`config.mk`:
```
export PLATFORM = sky130hd
export DESIGN_NAME = calendar_date_arithmetic
export DESIGN_NICKNAME = d
export VERILOG_FILES = /design/src/rtl/cda_pkg.sv /design/src/rtl/calendar_date_arithmetic.sv /design/src/rtl/cda_alu.sv /design/src/rtl/cda_year_ctr.sv
export SDC_FILE = /design/constraint.sdc
export NUM_CORES = 1
export LEC_CHECK = 0
export BUFFER_PORTS_ARGS = -buffer_cell sky130_fd_sc_hd__buf_2
export CAP_MARGIN = 20
export CORE_UTILIZATION = 54
export CTS_CLUSTER_DIAMETER = 100
export DETAILED_ROUTE_END_ITERATION = 6
export PLACE_DENSITY = 0.83
export SKIP_CTS_REPAIR_TIMING = 1
export SLEW_MARGIN = 40
export SYNTH_ARGS = -nofsm -noshare
export SYNTH_HDL_FRONTEND = slang
export SYNTH_HIERARCHICAL = 1
export SYNTH_SLANG_ARGS = --single-unit
export TNS_END_PERCENT = 10
```
`constraint.sdc`:
```
create_clock -name clk -period 7.85 [get_ports clk]
set_input_delay 0 -clock clk [delete_from_list [all_inputs] [get_ports clk]]
set_output_delay 0 -clock clk [all_outputs]
set_load 0.02 [all_outputs]
```
`src/rtl/cda_pkg.sv`:
```
// Package for the calendar date arithmetic block: field widths, calendar constants,
// month and year length functions, and the structs passed between modules.
// No dependencies.
`default_nettype none

package cda_pkg;

    localparam int YEAR_W  = 14;
    localparam int MONTH_W = 4;
    localparam int DAY_W   = 5;
    localparam int OFF_W   = 20;
    localparam int CNT_W   = 22;
    localparam int YLEN_W  = 9;

    typedef logic [YEAR_W-1:0]  year_t;
    typedef logic [MONTH_W-1:0] month_t;
    typedef logic [DAY_W-1:0]   day_t;
    typedef logic [OFF_W-1:0]   off_t;
    typedef logic [CNT_W-1:0]   cnt_t;
    typedef logic [YLEN_W-1:0]  ylen_t;

    localparam logic KIND_ADD  = 1'b0;
    localparam logic KIND_DIFF = 1'b1;

    localparam year_t  YEAR_MAX    = 14'd9999;
    localparam month_t MONTH_MAX   = 4'd12;
    localparam day_t   DAY_MAX     = 5'd31;
    // Days from 0001-01-01 to 9999-12-31.
    localparam cnt_t   LAST_SERIAL = 22'd3652058;

    typedef struct packed {
        cnt_t a;
        cnt_t b;
        logic sub;
    } alu_op_t;

    typedef struct packed {
        logic clear;
        logic advance;
    } yr_ctl_t;

    function automatic day_t month_len(input month_t m, input logic leap);
        day_t len;
        len = '0;
        if (m inside {4'd1, 4'd3, 4'd5, 4'd7, 4'd8, 4'd10, 4'd12})
            len = DAY_MAX;
        else if (m inside {4'd4, 4'd6, 4'd9, 4'd11})
            len = 5'd30;
        else if (m == 4'd2)
            len = leap ? 5'd29 : 5'd28;
        return len;
    endfunction

    function automatic ylen_t year_len(input logic leap);
        return leap ? 9'd366 : 9'd365;
    endfunction

endpackage

`default_nettype wire

```
`src/rtl/calendar_date_arithmetic.sv`:
```
// Top level of the Gregorian date arithmetic block: sequencer, operand capture and
// result registers. Depends on cda_pkg, cda_alu and cda_year_ctr.
//
// A transaction is taken when start is high and busy is low; busy then stays high
// until the result is shown. The result is on the output ports for one cycle with
// done high and must be taken then. Dates are turned into day counts from
// 0001-01-01 by walking years one per cycle, then months one per cycle, through a
// single shared adder; an add-days transaction walks the sum back the same way.
// A year, month or day of zero, or a year or month past its maximum, sends the
// transaction straight to the finish state; a day past the end of its month is
// caught once the year walk reaches that date's year. The year walk sets the time.
`default_nettype none

module calendar_date_arithmetic (
    input  logic                        clk,
    input  logic                        rst_n,
    input  logic                        start,
    output logic                        busy,
    input  logic                        kind,
    input  logic [cda_pkg::YEAR_W-1:0]  base_year,
    input  logic [cda_pkg::MONTH_W-1:0] base_month,
    input  logic [cda_pkg::DAY_W-1:0]   base_day,
    input  logic [cda_pkg::OFF_W-1:0]   offset_days,
    input  logic [cda_pkg::YEAR_W-1:0]  other_year,
    input  logic [cda_pkg::MONTH_W-1:0] other_month,
    input  logic [cda_pkg::DAY_W-1:0]   other_day,
    output logic                        done,
    output logic [cda_pkg::YEAR_W-1:0]  res_year,
    output logic [cda_pkg::MONTH_W-1:0] res_month,
    output logic [cda_pkg::DAY_W-1:0]   new_day,
    output logic [cda_pkg::CNT_W-1:0]   day_count,
    output logic                        year_overflow,
    output logic                        bad_date
);

    localparam logic [3:0] S_IDLE   = 4'd0;
    localparam logic [3:0] S_YEAR   = 4'd1;
    localparam logic [3:0] S_MONTH  = 4'd2;
    localparam logic [3:0] S_DAY    = 4'd3;
    localparam logic [3:0] S_ADD    = 4'd4;
    localparam logic [3:0] S_CLAMP  = 4'd5;
    localparam logic [3:0] S_DYEAR  = 4'd6;
    localparam logic [3:0] S_DMONTH = 4'd7;
    localparam logic [3:0] S_DIFF   = 4'd8;
    localparam logic [3:0] S_DNEG   = 4'd9;
    localparam logic [3:0] S_FIN    = 4'd10;

    logic [3:0] state_reg, state_next;
    logic       done_reg, done_next;

    logic            kind_reg, kind_next;
    cda_pkg::year_t  by_reg, by_next, oy_reg, oy_next;
    cda_pkg::month_t bm_reg, bm_next, om_reg, om_next;
    cda_pkg::day_t   bd_reg, bd_next, od_reg, od_next;
    logic [cda_pkg::OFF_W-1:0] off_reg, off_next;
    logic            pass_reg, pass_next;
    cda_pkg::cnt_t   acc_reg, acc_next;
    cda_pkg::cnt_t   ser0_reg, ser0_next;
    cda_pkg::month_t cm_reg, cm_next;
    logic            ovf_reg, ovf_next;
    logic            bad_reg, bad_next;

    cda_pkg::year_t  res_year_reg, res_year_next;
    cda_pkg::month_t res_month_reg, res_month_next;
    cda_pkg::day_t   new_day_reg, new_day_next;
    cda_pkg::cnt_t   day_count_reg, day_count_next;
    logic            year_overflow_reg, year_overflow_next;
    logic            bad_date_reg, bad_date_next;

    cda_pkg::alu_op_t alu_op;
    cda_pkg::cnt_t    alu_res;
    logic             alu_carry;
    cda_pkg::yr_ctl_t yr_ctl;
    cda_pkg::year_t   cur_year;
    logic             cur_leap;

    cda_pkg::year_t  ty;
    cda_pkg::month_t tm;
    cda_pkg::day_t   td;
    logic            base_ok, other_ok;

    cda_alu u_alu (
        .op    (alu_op),
        .res   (alu_res),
        .carry (alu_carry)
    );

    cda_year_ctr u_year (
        .clk   (clk),
        .rst_n (rst_n),
        .ctl   (yr_ctl),
        .year  (cur_year),
        .leap  (cur_leap)
    );

    assign ty = pass_reg ? oy_reg : by_reg;
    assign tm = pass_reg ? om_reg : bm_reg;
    assign td = pass_reg ? od_reg : bd_reg;

    assign base_ok  = (base_year != '0) && (base_year <= cda_pkg::YEAR_MAX)
                   && (base_month != '0) && (base_month <= cda_pkg::MONTH_MAX)
                   && (base_day != '0);
    assign other_ok = (other_year != '0) && (other_year <= cda_pkg::YEAR_MAX)
                   && (other_month != '0) && (other_month <= cda_pkg::MONTH_MAX)
                   && (other_day != '0);

    always_comb
    begin
        state_next         = state_reg;
        done_next          = 1'b0;
        kind_next          = kind_reg;
        by_next            = by_reg;
        bm_next            = bm_reg;
        bd_next            = bd_reg;
        off_next           = off_reg;
        oy_next            = oy_reg;
        om_next            = om_reg;
        od_next            = od_reg;
        pass_next          = pass_reg;
        acc_next           = acc_reg;
        ser0_next          = ser0_reg;
        cm_next            = cm_reg;
        ovf_next           = ovf_reg;
        bad_next           = bad_reg;
        res_year_next      = res_year_reg;
        res_month_next     = res_month_reg;
        new_day_next       = new_day_reg;
        day_count_next     = day_count_reg;
        year_overflow_next = year_overflow_reg;
        bad_date_next      = bad_date_reg;
        alu_op.a           = acc_reg;
        alu_op.b           = '0;
        alu_op.sub         = 1'b0;
        yr_ctl.clear       = 1'b0;
        yr_ctl.advance     = 1'b0;

        case (state_reg)
            S_IDLE:
            begin
                if (start)
                begin
                    kind_next    = kind;
                    by_next      = base_year;
                    bm_next      = base_month;
                    bd_next      = base_day;
                    off_next     = offset_days;
                    oy_next      = other_year;
                    om_next      = other_month;
                    od_next      = other_day;
                    pass_next    = 1'b0;
                    acc_next     = '0;
                    ovf_next     = 1'b0;
                    bad_next     = 1'b0;
                    yr_ctl.clear = 1'b1;
                    if (!base_ok || ((kind == cda_pkg::KIND_DIFF) && !other_ok))
                    begin
                        bad_next   = 1'b1;
                        state_next = S_FIN;
                    end
                    else
                        state_next = S_YEAR;
                end
            end
            S_YEAR:
            begin
                if (cur_year == ty)
                begin
                    cm_next = 4'd1;
                    if (td > cda_pkg::month_len(tm, cur_leap))
                    begin
                        bad_next   = 1'b1;
                        state_next = S_FIN;
                    end
                    else
                        state_next = S_MONTH;
                end
                else
                begin
                    alu_op.b       = cda_pkg::cnt_t'(cda_pkg::year_len(cur_leap));
                    acc_next       = alu_res;
                    yr_ctl.advance = 1'b1;
                end
            end
            S_MONTH:
            begin
                if (cm_reg == tm)
                    state_next = S_DAY;
                else
                begin
                    alu_op.b = cda_pkg::cnt_t'(cda_pkg::month_len(cm_reg, cur_leap));
                    acc_next = alu_res;
                    cm_next  = cm_reg + 4'd1;
                end
            end
            S_DAY:
            begin
                alu_op.b = cda_pkg::cnt_t'(td - 5'd1);
                acc_next = alu_res;
                if (pass_reg)
                    state_next = S_DIFF;
                else if (kind_reg == cda_pkg::KIND_ADD)
                    state_next = S_ADD;
                else
                begin
                    ser0_next    = alu_res;
                    acc_next     = '0;
                    pass_next    = 1'b1;
                    yr_ctl.clear = 1'b1;
                    state_next   = S_YEAR;
                end
            end
            S_ADD:
            begin
                alu_op.b   = cda_pkg::cnt_t'(off_reg);
                acc_next   = alu_res;
                ovf_next   = alu_carry;
                state_next = S_CLAMP;
            end
            S_CLAMP:
            begin
                alu_op.a   = cda_pkg::LAST_SERIAL;
                alu_op.b   = acc_reg;
                alu_op.sub = 1'b1;
                if (alu_carry || ovf_reg)
                begin
                    acc_next = cda_pkg::LAST_SERIAL;
                    ovf_next = 1'b1;
                end
                yr_ctl.clear = 1'b1;
                state_next   = S_DYEAR;
            end
            S_DYEAR:
            begin
                alu_op.b   = cda_pkg::cnt_t'(cda_pkg::year_len(cur_leap));
                alu_op.sub = 1'b1;
                if (!alu_carry)
                begin
                    acc_next       = alu_res;
                    yr_ctl.advance = 1'b1;
                end
                else
                begin
                    cm_next    = 4'd1;
                    state_next = S_DMONTH;
                end
            end
            S_DMONTH:
            begin
                alu_op.b   = cda_pkg::cnt_t'(cda_pkg::month_len(cm_reg, cur_leap));
                alu_op.sub = 1'b1;
                if (!alu_carry)
                begin
                    acc_next = alu_res;
                    cm_next  = cm_reg + 4'd1;
                end
                else
                    state_next = S_FIN;
            end
            S_DIFF:
            begin
                alu_op.a   = ser0_reg;
                alu_op.b   = acc_reg;
                alu_op.sub = 1'b1;
                if (!alu_carry)
                begin
                    acc_next   = alu_res;
                    state_next = S_FIN;
                end
                else
                    state_next = S_DNEG;
            end
            S_DNEG:
            begin
                alu_op.b   = ser0_reg;
                alu_op.sub = 1'b1;
                acc_next   = alu_res;
                state_next = S_FIN;
            end
            S_FIN:
            begin
                res_year_next      = '0;
                res_month_next     = '0;
                new_day_next       = '0;
                day_count_next     = '0;
                year_overflow_next = 1'b0;
                bad_date_next      = bad_reg;
                if (!bad_reg)
                begin
                    if (kind_reg == cda_pkg::KIND_ADD)
                    begin
                        res_year_next      = cur_year;
                        res_month_next     = cm_reg;
                        new_day_next       = acc_reg[cda_pkg::DAY_W-1:0] + 5'd1;
                        year_overflow_next = ovf_reg;
                    end
                    else
                        day_count_next = acc_reg;
                end
                done_next  = 1'b1;
                state_next = S_IDLE;
            end
            default:
            begin
                state_next = S_IDLE;
            end
        endcase
    end

    always_ff @(posedge clk or negedge rst_n)
    begin
        if (!rst_n)
        begin
            state_reg <= S_IDLE;
            done_reg  <= 1'b0;
        end
        else
        begin
            state_reg <= state_next;
            done_reg  <= done_next;
        end
    end

    always_ff @(posedge clk)
    begin
        kind_reg          <= kind_next;
        by_reg            <= by_next;
        bm_reg            <= bm_next;
        bd_reg            <= bd_next;
        off_reg           <= off_next;
        oy_reg            <= oy_next;
        om_reg            <= om_next;
        od_reg            <= od_next;
        pass_reg          <= pass_next;
        acc_reg           <= acc_next;
        ser0_reg          <= ser0_next;
        cm_reg            <= cm_next;
        ovf_reg           <= ovf_next;
        bad_reg           <= bad_next;
        res_year_reg      <= res_year_next;
        res_month_reg     <= res_month_next;
        new_day_reg       <= new_day_next;
        day_count_reg     <= day_count_next;
        year_overflow_reg <= year_overflow_next;
        bad_date_reg      <= bad_date_next;
    end

    assign busy          = (state_reg != S_IDLE);
    assign done          = done_reg;
    assign res_year      = res_year_reg;
    assign res_month     = res_month_reg;
    assign new_day       = new_day_reg;
    assign day_count     = day_count_reg;
    assign year_overflow = year_overflow_reg;
    assign bad_date      = bad_date_reg;

    a_accept_busy: assert property (@(posedge clk) disable iff (!rst_n)
        (start && !busy) |=> busy)
        else $error("transaction accepted but block not busy");

    a_done_idle: assert property (@(posedge clk) disable iff (!rst_n)
        done |-> (state_reg == S_IDLE))
        else $error("result strobe outside idle");

    a_bad_zero: assert property (@(posedge clk) disable iff (!rst_n)
        (done && bad_date) |-> (res_year == '0 && day_count == '0 && !year_overflow))
        else $error("invalid date result carries nonzero fields");

    a_sat_date: assert property (@(posedge clk) disable iff (!rst_n)
        (done && year_overflow) |->
            (res_year == cda_pkg::YEAR_MAX && res_month == cda_pkg::MONTH_MAX
             && new_day == cda_pkg::DAY_MAX))
        else $error("overflow result not saturated to last date");

    a_decomp_range: assert property (@(posedge clk) disable iff (!rst_n)
        (state_reg == S_DYEAR) |-> (acc_reg <= cda_pkg::LAST_SERIAL))
        else $error("day count beyond last date during year walk");

endmodule

`default_nettype wire

```
`src/rtl/cda_alu.sv`:
```
// Shared 22-bit add/subtract unit with carry/borrow out.
// Depends on cda_pkg.
`default_nettype none

module cda_alu (
    input  var cda_pkg::alu_op_t op,
    output logic [cda_pkg::CNT_W-1:0] res,
    output logic                      carry
);

    logic [cda_pkg::CNT_W:0] sum;

    always_comb
    begin
        if (op.sub)
            sum = {1'b0, op.a} - {1'b0, op.b};
        else
            sum = {1'b0, op.a} + {1'b0, op.b};
    end

    assign res   = sum[cda_pkg::CNT_W-1:0];
    assign carry = sum[cda_pkg::CNT_W];

endmodule

`default_nettype wire

```
`src/rtl/cda_year_ctr.sv`:
```
// Year walker: current year from 1 upward with its remainders modulo 4, 100 and 400,
// giving the Gregorian leap flag without any division. Depends on cda_pkg.
`default_nettype none

module cda_year_ctr (
    input  logic                       clk,
    input  logic                       rst_n,
    input  var cda_pkg::yr_ctl_t       ctl,
    output logic [cda_pkg::YEAR_W-1:0] year,
    output logic                       leap
);

    logic [cda_pkg::YEAR_W-1:0] year_reg, year_next;
    logic [1:0]                 m4_reg, m4_next;
    logic [6:0]                 m100_reg, m100_next;
    logic [8:0]                 m400_reg, m400_next;

    always_comb
    begin
        year_next = year_reg;
        m4_next   = m4_reg;
        m100_next = m100_reg;
        m400_next = m400_reg;
        if (ctl.clear)
        begin
            year_next = 14'd1;
            m4_next   = 2'd1;
            m100_next = 7'd1;
            m400_next = 9'd1;
        end
        else if (ctl.advance)
        begin
            year_next = year_reg + 14'd1;
            m4_next   = m4_reg + 2'd1;
            m100_next = (m100_reg == 7'd99) ? 7'd0 : m100_reg + 7'd1;
            m400_next = (m400_reg == 9'd399) ? 9'd0 : m400_reg + 9'd1;
        end
    end

    always_ff @(posedge clk or negedge rst_n)
    begin
        if (!rst_n)
        begin
            year_reg <= 14'd1;
            m4_reg   <= 2'd1;
            m100_reg <= 7'd1;
            m400_reg <= 9'd1;
        end
        else
        begin
            year_reg <= year_next;
            m4_reg   <= m4_next;
            m100_reg <= m100_next;
            m400_reg <= m400_next;
        end
    end

    assign year = year_reg;
    assign leap = ((m4_reg == 2'd0) && (m100_reg != 7'd0)) || (m400_reg == 9'd0);

endmodule

`default_nettype wire

```
Yosys cells after proc, flatten, opt, wreduce, memory -nomap -nowiden
Index checks and enable logic that the tools add are counted.

storage, ports and cells
  memories = 0
  register bits = 202
  output and inout bits = 49
  latch bits = 0
  ROM bits = 0
  logic and storage cells = 212
  input port bits = 70
  memory bits (writable) = 0

cells by class
  bitwise operators = 2
  reduce and logical (&&, ||, !) cells = 50
  multipliers = 0
  shift operators = 0
  add/subtract/negate cells = 9
  div/mod/pow operators = 0
  multiplexer cells = 71
  eq/ne operators = 49
  order comparisons = 5

operator list
  operator               count
  $pmux 22 s8            1
  $mux 22                7
  $pmux 22 s7            1
  $eq 4x4->1 const B     13
  $mux 4                 13
  $mux 5                 10
  $eq 4x3->1 const B     12
  $pmux 22 s2            1
  $mux 14                3
  $pmux 4 s10            1
  $mux 9                 4
  $le 14x14->1 const B   2
  $reduce_bool 14->1     2
  $reduce_bool 7->1      4
  $eq 4x2->1 const B     6
  $reduce_bool 4->1      6
  $add 22x22->23         1
  $mux 23                1
  $sub 22x22->23         1
  $mux 7                 3
  $ne 2x2->1 const B     9
  $pmux 4 s4             1
  $mux 1                 15
  $add 14x1->14 const B  1
  36 further kinds       68

Longest topological paths before layout
Gate-level depths: netlist of run 1.

  depth after elaboration = 15
  gate-level depth with buffers = 31
  depth with buffers taken out = 27

Cells and area by module
Netlist of run 1, hierarchy kept.

modules (own cells, without submodules)
  module                    cells an instance  area each (µm²)  instances  sequential area each (µm²)
  calendar_date_arithmetic  619                7793.7           1          5079.9
  cda_year_ctr              173                1788.0           1          805.8
  cda_alu                   233                1626.6           1          0.0

Least setup slack after synthesis of run 1
Ideal clock, no wire load.

  kind = flip-flop to flip-flop
  from = register pass_reg
  to = register acc_reg[0] (enable)
  data required time = 7385 ps
  arrival = 7389 ps
  buffers on the path = 3
  clock period less this slack = 7854 ps
  stages on the path, launching flop included = 25
  path slack = -4 ps
  library setup time = 465 ps
  cell sequence = edfxtp_1 buf_6 buf_6 mux2i_1 xnor2_1 nor4_1 nand4_1 a21boi_1 nand3_1 or4_4 nor3_1 a21o_1 o21ai_1 xnor2_1 ha_1 a21oi_1 o21ai_0 a311oi_1 o31a_1 and4b_1 nor4_2 clkbuf_1 a21oi_1 o22ai_1 nor4b_1

RTL lines
  element                 RTL line                         RTL
  start, declared         calendar_date_arithmetic.sv:56   logic pass_reg, pass_next;
  start signal, assigned  calendar_date_arithmetic.sv:333  pass_reg <= pass_next;
  end signal, assigned    calendar_date_arithmetic.sv:334  acc_reg <= acc_next;
  end, declared           calendar_date_arithmetic.sv:57   cda_pkg::cnt_t acc_reg, acc_next;

==> flow_summary.ini, run 1 <==
[run_status]
status = finished, violations left
violations = design-rule violations, negative hold slack

[finish]
multi_input_area_mm2 = 0.00503
finish.utilization_pct = 66.8
layout_commonest_cell = edfxtp_1
drive_above_1_share_pct = 17.6
register_area_mm2 = 0.00589
fin_cells = 1495
insertedDiodeCount = 0
layout_common_cells = edfxtp_1 (165), nand2_1 (125), buf_2 (118)
fillers = 1509
nets = 1317
area_delta_synth_final_pct = 20.9

[grt]
grt_pass1_vias = 8337
grt_first_pass_wirelength_um = 44200
antenna_found_initial = 0
grt_max_degree = 49
grt-ovfl-total = 0
grt_use_total_pct = 26.1

[setup_path]
worst_setup_path_start_kind = flop
path_class = reg2reg
crit_required_ps = 8270
slowest_delay_ps = 580
worstPathArrival_ps = 7720
cpMaxStageDelayCell = or4_4
crit_fanout = 19
crit_path_end_kind = flop

[logic_synthesis]
synth_largest_area_cell = edfxtp_1
synthTopCellsByArea = edfxtp_1 (44%), dfrtp_1 (7.4%), xnor2_1 (4.7%)
synth_flop_cell = edfxtp_1
synth-edff-count = 165
ys_warn_count = 6
synth_top_area_share_pct = 44.2
yosysUniqueCellTypes = 91
async_flop_share_pct = 18.3
seq_area_frac_synth_pct = 52.5
synthesis.nets = 1133
synth.cell_area_mm2 = 0.0112
synth_seq_cells = 202
syn_area_per_cell_um2 = 10.9
syn_inst = 1025

[timing]
period_share_pct = 93.1
drv_slew = 0
maxSlewHeadroom_pct = 46.4
worst_slew_pin_slew_ps = 803
max_freq_mhz = 137
fin_skew_ps = 34.5
period_needed_ps = 7310
setup_violations = 0
hold_ws_ps = -3.57
finalHoldViolCount = 14

[routing]
drtPass1Iterations = 7
routed-via-count = 9182
wire_per_inst_um = 20.1
routed_wl_um = 30100
antenna_left = 0
viasPerCell = 6.14
drc = 5
first_iter_violations = 1059

[cts]
clkTransAtPathRegs_ps = 60
root_buffer = clkbuf_16
htree_num_levels = 1
clock_latency_ps = 530
clockBufferDepth = 3
cts_tree = yes
cts_buffers = 22
clock_sinks = 202

[floorplan]
num_io_pins = 119
die_w_um = 146
chipHeight_um = 146
initial_utilization_pct = 55.2
coreArea_mm2 = 0.0203
dieArea_mm2 = 0.0213
core.rowCount = 52

[place]
numPortBuffers = 118
dp.cells = 1383
dp_hpwl_um = 19700
place_congestion = 0.952

[job]
maxCapViolCount = 0

[hold_path]
worst_hold_path_type = in2async
==> Yosys cell counts (12+ instances only) <==
| master | number |
|---|---|
| xnor2_1 | 60 |
| xor2_1 | 20 |
| nor4_1 | 16 |
| a21oi_1 | 44 |
| clkbuf_1 | 34 |
| ha_1 | 37 |
| nor2_1 | 69 |
| edfxtp_1 | 165 |
| a222oi_1 | 18 |
| nand2b_1 | 13 |
| nor3_1 | 26 |
| mux2i_1 | 25 |
| nand2_1 | 125 |
| inv_1 | 33 |
| dfrtp_1 | 33 |
| o21ai_0 | 27 |
| nand3_1 | 40 |
| and2_1 | 48 |
| nand4_1 | 12 |
| or3_1 | 14 |
==> metrics by stage <==
step                      TNS, ps  setup slack [ps]  cell area (um2)  hold WS, ps
after global placement          0               683            12100          143
after detailed placement        0               311            12100        -5.19
after floorplan                 0              1080            11200         -296
final                           0               542            13600        -3.57
after global routing        -49.6             -43.2            13600         63.0
after CTS                       0               297            12800         -541
==> metal layers <==
| metal | global-route usage (%) | up-vias | wire length, um |
|---|---|---|---|
| li1 | - | 4167 | - |
| met1 | 36.6 | 4369 | 11900 |
| met2 | 42.8 | 570 | 14600 |
| met3 | 4.09 | 76 | 2760 |
| met4 | 6.30 | 0 | 839 |
| met5 | 0 | - | 0 |
==> final cells by class <==
| cell class | instances | area share [%] |
|---|---|---|
| clock inverters | 12 | 0.988 |
| inverters | 33 | 0.914 |
| well taps | 270 | 2.49 |
| repair buffers | 207 | 10.8 |
| multi-input cells | 743 | 37.1 |
| flip-flops and latches | 202 | 43.4 |
| clock buffers | 28 | 4.23 |
==> kinds of logic after synthesis <==
kind of cell | share of synthesized area [%]
AO/OA/AOI/OAI | 11.7
adder cells (fa/ha/maj) | 4.31
buffers and inverters | 3.10
AND/OR/NAND/NOR | 19.2
XOR/XNOR | 6.25
flip-flops | 52.5
multiplexers | 2.91
==> worst paths after layout <==
path                                   from                 end  slack (ps)  depth (start not counted)
max                                pass_reg  u_year/m400_reg[8]         540                         26
min                                   rst_n      u_year/year[3]          -4                          2
max reg2reg                        pass_reg  u_year/m400_reg[8]         540                         26
min reg2reg                u_year/m4_reg[1]    u_year/m4_reg[1]         540                          2
max in group asynchronous             rst_n  u_year/m100_reg[0]        7280                          3
min in group clk             offset_days[0]          off_reg[0]         200                          2
==> worst max-delay path: cells and delay by family (launching register included) <==
kind / cells / cell delay, ps
AOI/OAI and AO/OA: 11 / 2720
and+or+nand+nor: 9 / 2610
buffers and inverters: 2 / 470
DFF: 1 / 400
muxes: 1 / 380
adders and majority gates: 1 / 340
xor gates and xnor gates: 2 / 280
Power of run 1 is left out: the tool's default activity adds up to more than one toggle a clock period on the data nets, which glitch-free logic cannot reach.
==> inputs of run 2 (changes only) <==
--- a/config.mk
+++ b/config.mk
@@ -9,8 +9,10 @@
 export CAP_MARGIN = 20
 export CORE_UTILIZATION = 54
 export CTS_CLUSTER_DIAMETER = 100
+export CTS_CLUSTER_SIZE = 25
 export DETAILED_ROUTE_END_ITERATION = 6
 export PLACE_DENSITY = 0.83
+export RECOVER_POWER = 100
 export SKIP_CTS_REPAIR_TIMING = 1
 export SLEW_MARGIN = 40
 export SYNTH_ARGS = -nofsm -noshare
==> flow_summary.ini, run 2 (synthesis results as in run 1) <==
[grt]
grt_use_total_pct = 26.0
grt_max_degree = 49
grt_pass1_vias = 8296
grt_first_pass_wirelength_um = 43900
antenna_found_initial = 0
grt-ovfl-total = 0

[finish]
insertedDiodeCount = 0
area_delta_synth_final_pct = 16.6
layout_common_cells = edfxtp_1 (165), nand2_1 (125), clkbuf_1 (99)
fillers = 1607
drive_above_1_share_pct = 8.63
finish.utilization_pct = 64.4
nets = 1307
layout_commonest_cell = edfxtp_1

[hold_path]
worst_hold_path_type = in2reg
hold_depth = 2
hp-start = offset_days[10]
hold-path-endpoint = off_reg[10]

[timing]
fin_skew_ps = 22.2
finalHoldViolCount = 0
worst_slew_pin_slew_ps = 2590
setup_violations = 0
period_share_pct = 92.7
period_needed_ps = 7280
hold_ws_ps = 225
drv_slew = 97
max_freq_mhz = 137
maxSlewHeadroom_pct = -72.4

[setup_path]
reg2reg_depth = 26
reg2reg_to = u_year/m400_reg[3]
worstPathArrival_ps = 7670
worst_setup_path_start_kind = flop
crit_fanout = 19
path_class = reg2reg
r2r-start = pass_reg
r2r_slack_ps = 570
crit_required_ps = 8240
crit_path_end_kind = flop

[cts]
clock_sinks = 202
cts_buffers = 12
root_buffer = clkbuf_16
clock_latency_ps = 480
clkTransAtPathRegs_ps = 100
htree_num_levels = 1
clockBufferDepth = 3
cts_tree = yes

[floorplan]
dieArea_mm2 = 0.0213
coreArea_mm2 = 0.0203
die_w_um = 146
core.rowCount = 52
num_io_pins = 119
initial_utilization_pct = 55.2
chipHeight_um = 146

[place]
dp_hpwl_um = 19700
numPortBuffers = 118
place_congestion = 0.952

[routing]
first_iter_violations = 959
routed-via-count = 9031
viasPerCell = 6.12
antenna_left = 0
drtPass1Iterations = 6
routed_wl_um = 29200
wire_per_inst_um = 19.8
drc = 0

[job]
maxCapViolCount = 2

[run_status]
violations = max-capacitance violations, max-slew violations
status = finished, violations left
## run 2: changes by cell type in the layout (fill, tap and decap cells not counted), moves of 4 or more
cell	before	now
clkbuf_16	22	13
and2_0	0	29
clkinv_1	4	0
clkbuf_1	6	99
and2_1	48	19
buf_2	118	27
## run 2: final cells by class
cell class / count / area, um2 / area share [%]
Sequential cell: 202 / 5890 / 45.0
Multi-Input combinational cell: 743 / 5030 / 38.5
Timing Repair Buffer: 207 / 1320 / 10.1
Clock buffer: 18 / 344 / 2.63
Tap cell: 270 / 338 / 2.58
Inverter: 33 / 124 / 0.948
Clock inverter: 2 / 32.5 / 0.249
## run 2: stage by stage
step	TNS (ps)	instances	instance area (um2)	worst slack (ps)
floorplan	0	1025	11200	1080
global placement	0	1382	12100	683
detailed placement	0	1383	12100	311
CTS	0	1403	12500	305
global route	-16.9	1475	13100	-16.9
finish	0	1475	13100	570
## run 2: worst max-delay path by stage
stage | startpoint | endpoint | slack, ps
2_1_floorplan | pass_reg | acc_reg[0] | 1080
3_3_place_gp | pass_reg | u_year/m400_reg[3] | 680
3_5_place_dp | pass_reg | u_year/m400_reg[3] | 310
4_1_cts | pass_reg | u_year/m400_reg[3] | 310
5_1_grt | pass_reg | u_year/m400_reg[3] | -20
6_report | pass_reg | u_year/m400_reg[3] | 570
## run 2: layer usage
metal | wire, um | global-route usage (%) | vias up
li1 | - | - | 4130
met1 | 11900 | 36.9 | 4302
met2 | 13800 | 42.5 | 517
met3 | 2580 | 3.50 | 82
met4 | 904 | 6.09 | 0
met5 | 0 | 0 | -
## run 2: worst max-delay path, cell delays in order (launching register included)
cell      delay, ps
edfxtp_1        410
buf_12          170
buf_4           280
mux2i_2         400
xnor2_1         150
o41ai_2         440
o21ai_0         260
o211a_1         180
nand3b_1        260
or4_4           580
nor3_1          360
a21o_1          260
o21ai_1         100
xnor2_1         130
ha_1            340
a21oi_1         280
o21ai_0         150
a311oi_1        370
o31a_1          290
o31ai_1         120
nor4_2          190
nor2_1          110
or2_2           470
or2_2           430
nand4_1         130
xor2_1           70
a211oi_1        210
Power of run 2 is left out for the same reason.
